==> src/rtl/core/adii_pkg.sv <==
package adii_pkg;

   localparam int SUM_W          = 32;
   localparam int SAMPLE_W       = 16;
   localparam int CSR_W          = 9;
   localparam int SIDE_RESET_VAL = 64;

   // Accept-stage payload handed to the accumulate stage.
   typedef struct packed {
      logic [SUM_W-1:0] row_sum;
      logic             first_row;
      logic             last_col;
      logic             last_row;
   } stage_type;

   function automatic logic [SUM_W-1:0] sat_add(input logic [SUM_W-1:0] a,
                                                input logic [SUM_W-1:0] b);
      logic [SUM_W:0] total;
      total = {1'b0, a} + {1'b0, b};
      return total[SUM_W] ? {SUM_W{1'b1}} : total[SUM_W-1:0];
   endfunction

endpackage

==> src/rtl/core/adii_front.sv <==
module adii_front
   import adii_pkg::*;
#(
   parameter int MAX_SIDE    = 256,
   parameter int SAMPLE_BITS = 16
) (
   input  logic                         clock,
   input  logic                         reset,
   input  logic                         csr_wr_en,
   input  logic [CSR_W-1:0]             csr_wr_data,
   input  logic                         req_valid,
   output logic                         req_stall,
   input  logic [SAMPLE_W-1:0]          req_sample_n,
   input  logic [SAMPLE_W-1:0]          req_sample_m,
   input  logic                         out_free,
   output logic                         accept,
   output logic [$clog2(MAX_SIDE)-1:0]  rd_col,
   output logic                         s1_valid,
   output logic [$clog2(MAX_SIDE)-1:0]  s1_col,
   output stage_type                    s1_data
);

   localparam int CNT_W    = $clog2(MAX_SIDE);
   localparam int SW       = CNT_W + 1;
   localparam int EFF_BITS = (SAMPLE_BITS < SAMPLE_W) ? SAMPLE_BITS : SAMPLE_W;
   localparam logic [SW-1:0] SIDE_RESET =
      (SIDE_RESET_VAL > MAX_SIDE) ? SW'(MAX_SIDE) : SW'(SIDE_RESET_VAL);

   logic [SW-1:0]    side_ff;
   logic [SW-1:0]    side_clamped;
   logic [CNT_W-1:0] col_ff, col_in;
   logic [CNT_W-1:0] row_ff, row_in;
   logic [SUM_W-1:0] row_sum_ff, row_sum_in;
   logic [SUM_W-1:0] row_sum_next;
   logic             s1_valid_ff, s1_valid_in;
   logic [CNT_W-1:0] s1_col_ff;
   stage_type        s1_data_ff, s1_data_in;
   logic [EFF_BITS-1:0] a, b, diff;
   logic             last_col, last_row;

   // clamp the written side length into 1 .. MAX_SIDE
   always_comb begin
      if (csr_wr_data == '0) begin
         side_clamped = SW'(1);
      end else if (32'(csr_wr_data) > 32'(MAX_SIDE)) begin
         side_clamped = SW'(MAX_SIDE);
      end else begin
         side_clamped = SW'(csr_wr_data);
      end
   end

   assign req_stall = s1_valid_ff & ~out_free;
   assign accept    = req_valid & ~req_stall;

   assign a    = req_sample_n[EFF_BITS-1:0];
   assign b    = req_sample_m[EFF_BITS-1:0];
   assign diff = (a >= b) ? (a - b) : (b - a);

   assign last_col = ((SW'(col_ff) + SW'(1)) == side_ff);
   assign last_row = ((SW'(row_ff) + SW'(1)) == side_ff);

   assign row_sum_next = sat_add(row_sum_ff, SUM_W'(diff));

   always_comb begin
      col_in     = last_col ? '0 : col_ff + CNT_W'(1);
      row_in     = row_ff;
      row_sum_in = last_col ? '0 : row_sum_next;
      if (last_col) begin
         row_in = last_row ? '0 : row_ff + CNT_W'(1);
      end
      s1_data_in.row_sum   = row_sum_next;
      s1_data_in.first_row = (row_ff == '0);
      s1_data_in.last_col  = last_col;
      s1_data_in.last_row  = last_row;
      if (accept) begin
         s1_valid_in = 1'b1;
      end else if (out_free) begin
         s1_valid_in = 1'b0;
      end else begin
         s1_valid_in = s1_valid_ff;
      end
   end

   always_ff @(posedge clock) begin
      if (reset) begin
         side_ff     <= SIDE_RESET;
         col_ff      <= '0;
         row_ff      <= '0;
         row_sum_ff  <= '0;
         s1_valid_ff <= 1'b0;
      end else begin
         s1_valid_ff <= s1_valid_in;
         if (csr_wr_en) begin
            // restart the image on every side length write
            side_ff    <= side_clamped;
            col_ff     <= '0;
            row_ff     <= '0;
            row_sum_ff <= '0;
         end else if (accept) begin
            col_ff     <= col_in;
            row_ff     <= row_in;
            row_sum_ff <= row_sum_in;
         end
      end
   end

   always_ff @(posedge clock) begin
      if (accept) begin
         s1_col_ff  <= col_ff;
         s1_data_ff <= s1_data_in;
      end
   end

   assign rd_col   = col_ff;
   assign s1_valid = s1_valid_ff;
   assign s1_col   = s1_col_ff;
   assign s1_data  = s1_data_ff;

endmodule

==> config.mk <==
export PLATFORM = sky130hd
export DESIGN_NAME = adii_front
export DESIGN_NICKNAME = d
export VERILOG_FILES = /design/src/rtl/core/adii_pkg.sv /design/src/rtl/core/adii_front.sv
export SDC_FILE = /design/constraint.sdc
export NUM_CORES = 1
export LEC_CHECK = 0
export ABC_AREA = 1
export BUFFER_PORTS_ARGS = -buffer_cell sky130_fd_sc_hd__buf_2
export CORE_MARGIN = 2
export CORE_UTILIZATION = 30
export CTS_CLUSTER_SIZE = 10
export DETAILED_ROUTE_END_ITERATION = 8
export PLACE_DENSITY = 0.51
export SETUP_SLACK_MARGIN = 0.5
export SYNTH_ARGS = -nofsm -noshare
export SYNTH_HDL_FRONTEND = slang
export SYNTH_SLANG_ARGS = --single-unit
==> constraint.sdc <==
create_clock -name clock -period 8.3 [get_ports clock]
set_input_delay 0.83 -clock clock [delete_from_list [all_inputs] [get_ports clock]]
set_output_delay 0.83 -clock clock [all_outputs]
set_load 0.02 [all_outputs]
# Yosys cells after proc, flatten, opt, wreduce, memory -nomap -nowiden

Index checks and enable logic that the tools add are counted.

Bits in registers: 101
Bits of input ports: 46
Output and inout bits: 54
Word-level logic and storage cells: 39

Add/sub/neg operators: 7
$lt $le $gt $ge: 2
Equality and inequality tests: 2
Muxes and demuxes: 9
Bitwise operators: 4
Reductions and logical operators: 5

Operator list:

| operator                                                       | number |
|---|---|
| 32-bit two-way mux                                             | 2 |
| 32-bit by 16-bit adder with 33-bit output                      | 1 |
| 16-bit subtractor                                              | 2 |
| 8-bit by 1-bit adder with 9-bit output (second input constant) | 2 |
| 9-bit equality test                                            | 2 |
| 9-bit two-way mux                                              | 2 |
| 8-bit by 1-bit adder with 8-bit output (second input constant) | 2 |
| 16-bit greater-or-equal comparator                             | 1 |
| 16-bit two-way mux                                             | 1 |
| 8-bit two-way mux                                              | 2 |
| 9-bit > comparator (second input constant)                     | 1 |
| 9-bit zero test                                                | 1 |
| 8-bit zero test                                                | 1 |
| 1-bit bitwise AND                                              | 2 |
| 1-bit two-way mux                                              | 2 |
| 1-bit NOT                                                      | 2 |
| 2-bit AND reduction                                            | 1 |
| 2-bit nonzero test                                             | 1 |
| 2-bit OR reduction                                             | 1 |

# Logic depth before layout (Yosys ltp)

Depth in word-level cells: 5
Gate-level depth with buffers: 31
Depth with buffers taken out: 30

# Worst setup path before layout

Ideal clock, no wire load.

Kind: input-to-reg
Start point: input port req_sample_n[0]
End point: register row_sum_ff[16]
Library setup time: 0.070 ns
Arrival: 4.048 ns
Required time: 8.230 ns
Slack: 4.182 ns
Cell stages on the path: 26
Buffers on the path: 2
Cell sequence: inv_1 > ha_1 > inv_1 > fa_1 > nand2_1 > nand2_1 > nand2_1 > o211ai_1 > nand2_1 > nand3_1 > buf_2 > o21ai_0 > inv_1 > fa_1 > inv_1 > nand3_1 > nand3_1 > nand2_1 > nand2_1 > nand2_1 > nand2_2 > nand3_1 > buf_2 > nand3_1 > nand3_1 > a21oi_1

Word-level cells in the longest chain between the ends: 5
Elaborated cells on any way between the ends: 7
Classes of those cells: add/sub: 3; order compare: 1; mux: 3

Ends and longest elaborated chain:

| element                                                                 | line              | text |
|---|---|---|
| from (decl)                                                             | adii_front.sv:13  | `input logic [SAMPLE_W-1:0] req_sample_n,` |
| 16-bit subtractor or 16-bit greater-or-equal comparator (tied branches) | adii_front.sv:57  | `assign diff = (a >= b) ? (a - b) : (b - a);` |
| 16-bit two-way mux (*)                                                  | adii_front.sv:57  |  |
| 32-bit by 16-bit adder with 33-bit output (*)                           | adii_pkg.sv:19    | `total = {1'b0, a} + {1'b0, b};` |
| 32-bit two-way mux (*)                                                  | adii_pkg.sv:20    | `return total[SUM_W] ? {SUM_W{1'b1}} : total[SUM_W-1:0];` |
| via row_sum_next[16]                                                    | adii_front.sv:34  | `logic [SUM_W-1:0] row_sum_next;` |
| 32-bit two-way mux (*)                                                  | adii_front.sv:67  | `row_sum_in = last_col ? '0 : row_sum_next;` |
| to (signal assigned)                                                    | adii_front.sv:102 | `row_sum_ff <= row_sum_in;` |
| to (decl)                                                               | adii_front.sv:33  | `logic [SUM_W-1:0] row_sum_ff, row_sum_in;` |

Mark *: on every way through the listed nets, which the timed path passes. The rest lies on a longest branch.
A chain may end at the register's enable or synchronous reset.

# Worst setup path in the final report

Start point: input port req_sample_n[0]
End point: register row_sum_ff[20]

The elaborated chain is that of the path after synthesis.

==> impl_metrics.env <==
export IMPL_cp_max_fo=31
export IMPL_power_leakage_nw=4.55
export IMPL_slowest_stage="nand3_1"
export IMPL_yosysWarnings=0
export IMPL_hold_viol=0
export IMPL_cts_resized=0
export IMPL_drt_wl_total_um=22300
export IMPL_grt_usage_pct=16.3
export IMPL_cts_num_sinks=101
export IMPL_clock_latency_ns=0.36
export IMPL_cts_setup_buffers=0
export IMPL_maxSlewHeadroom_pct=45.6
export IMPL_maxSlewViolCount=0
export IMPL_cpMostUsedCell="nand2_1"
export IMPL_synth_fa_ha_area_share_pct=8.90
export IMPL_min_period_over_period_pct=60.9
export IMPL_syn_nets=1315
export IMPL_place_area_sq_um=8680
export IMPL_setup_viol=0
export IMPL_numCtsBuffers=9
export IMPL_grt_pass1_wl_um=36800
export IMPL_synth_seq_area_share_pct=31.3
export IMPL_synth_compound_area_share_pct=10.2
export IMPL_min_period_ns=5.06
export IMPL_syn2layout_area_growth_pct=14.6
export IMPL_antenna_found_initial=0
export IMPL_required_ns=8.52
export IMPL_design_area_sq_um=8990
export IMPL_core_area_sq_um=25800
export IMPL_fill_cells=2880
export IMPL_start_util_pct=30.4
export IMPL_post_drt_wl_per_cell_um=13.6
export IMPL_final_layout_size_suffix_gt1_share_pct=10.7
export IMPL_io_buffers=99
export IMPL_synth_xor_area_share_pct=1.79
export IMPL_clock_path_buffers=2
export IMPL_ioPinCount=100
export IMPL_syn_inst=1215
export IMPL_endpoint_kind="flip-flop"
export IMPL_die_area_sq_um=27500
export IMPL_rows=59
export IMPL_drc=0
export IMPL_cts_tree="yes"
export IMPL_root_buffer="clkbuf_16"
export IMPL_ant_nets=0
export IMPL_final_nets=1404
export IMPL_drt_initial_drc_count=522
export IMPL_synth_edff_count=43
export IMPL_dp_cells=1628
export IMPL_clock_skew_ns=0.00961
export IMPL_p_total_w=0.00146
export IMPL_max_cap_viol_count=0
export IMPL_setup_ws_ns=3.24
export IMPL_dp_hpwl_um=17600
export IMPL_crit_arrival_ns=5.28
export IMPL_final_common_cell="nand2_1"
export IMPL_tightest_slew_ns=0.813
export IMPL_synth_area_per_cell_sq_um=6.46
export IMPL_rsz0062_at_grt="false"
export IMPL_grt_overflow_total=0
export IMPL_status="finished clean"
export IMPL_yosys_cell_types_count=43
export IMPL_peakVddDrop_v=0.000104
export IMPL_worstHoldPathType="reg -> reg"
export IMPL_viasPerCell=4.71
export IMPL_yosys_area_share_simple_pct=36.0
export IMPL_cp_start_kind="input port"
export IMPL_dr_pass1_iters=5
export IMPL_p_per_area_nw_per_um2=162
export IMPL_n_antenna_cell=0
export IMPL_clk_pin_slew_ns=0.08
export IMPL_max_freq_ghz=0.198
export IMPL_synth_top_family_by_area="simple AND/OR/NAND/NOR gates"
export IMPL_finalSetupTns_ns=0
export IMPL_final_cells=1644
export IMPL_critical_path_max_stage_delay_ns=0.52
export IMPL_die_y_um=166
export IMPL_final_cell_mix="385 x nand2_1, 211 x inv_1, 126 x nand3_1"
export IMPL_die_w_um=166
export IMPL_place_ws_ns=2.89
export IMPL_gp_congestion=0.894
export IMPL_grt_pass1_vias=7303
export IMPL_synth_ff_type="dfxtp_1"
export IMPL_holdBufCountCts=0
export IMPL_critPathKind="in -> reg"
export IMPL_muxShareOfSynthArea_pct=0
export IMPL_grt_max_degree=47
export IMPL_synth_async_reset_ratio_pct=0
export IMPL_ys_ff_latch=101
export IMPL_htree_levels=3
export IMPL_syn_area_sq_um=7850
export IMPL_via_count=7747
[final cells by class]
type                       instances  area [sq um]  share of cell area (%)
multi-input combinational        872          4470                    49.7
sequential                       101          2450                    27.3
inverter                         215           807                    8.98
timing repair buffer             105           541                    6.01
tap                              335           419                    4.66
clock buffer                       9           225                    2.50
clock inverter                     7          81.3                   0.905
[worst max-delay path, delay by kind of cell]
| family | cells | cell delay [ns] |
|---|---|---|
| adders and majority gates | 3 | 0.94 |
| and+or+nand+nor | 17 | 2.02 |
| AOI/OAI and AO/OA | 3 | 0.32 |
| buffers and inverters | 8 | 1.18 |
[report_power, final]
part	switching [W]	internal [W]	leakage, nW	total (W)
Clock	0.000208	0.000239	0.148	0.000447
Combinational	0.000298	0.000142	3.51	0.000439
Sequential	0.0000147	0.000558	0.892	0.000573
[flip-flops by register name, summed over array words and instances, names as in the netlist]
name / count
rd_col: 8
s1_data: 35
row_ff: 8
row_sum_ff: 32
s1_valid: 1
s1_col: 8
side_ff: 9
[logic make-up after synthesis]
logic type                 after synthesis
DFF                                    101
AOI/OAI and AO/OA                      147
xor gates and xnor gates                16
adders and majority gates               54
buffers and inverters                  242
and+or+nand+nor                        655
[metal layers]
| metal | track usage [%] | vias to the layer above | wire [um] |
|---|---|---|---|
| met3 | 2.20 | 30 | 950 |
| met5 | 0 | - | 0 |
| met4 | 5.14 | 0 | 452 |
| met1 | 21.9 | 3488 | 10800 |
| met2 | 27.2 | 157 | 10100 |
| li1 | - | 4072 | - |
[path summary, 6_finish.rpt]
check / startpoint / end / slack, ns / cells past startpoint
min: row_sum_ff[0] / row_sum_ff[0] / 0.48 / 2
max reg2reg: row_sum_ff[0] / row_sum_ff[20] / 5.72 / 15
max: req_sample_n[0] / row_sum_ff[20] / 3.24 / 31
min reg2reg: row_sum_ff[0] / row_sum_ff[0] / 0.48 / 2
[through the flow]
step | hold slack (ns) | util (%)
floorplan | 0.450 | -
global placement | 0.465 | 33.6
detailed placement | 0.462 | 33.6
CTS | 0.474 | 34.8
global route | 0.492 | 34.8
finish | 0.475 | 34.8
[synth_stat cells (all sizes together) (4+ instances only)]
cell type | instances | share of area [%]
nand3b | 8 | 0.77
o21ai | 34 | 2.2
edfxtp | 43 | 16
nor2 | 80 | 4.1
a21o | 5 | 0.48
dfxtp | 58 | 15
ha | 51 | 8.1
nand4 | 24 | 2.2
buf | 11 | 0.81
or2 | 5 | 0.40
clkbuf | 16 | 0.80
nand2 | 387 | 19
o211ai | 7 | 0.67
nand3 | 129 | 8.4
inv | 214 | 10
xor2 | 13 | 1.5
o21bai | 6 | 0.62
a21oi | 89 | 5.7
nor3 | 12 | 0.77
nor4 | 4 | 0.32
Power figures use the tool's default switching activity.
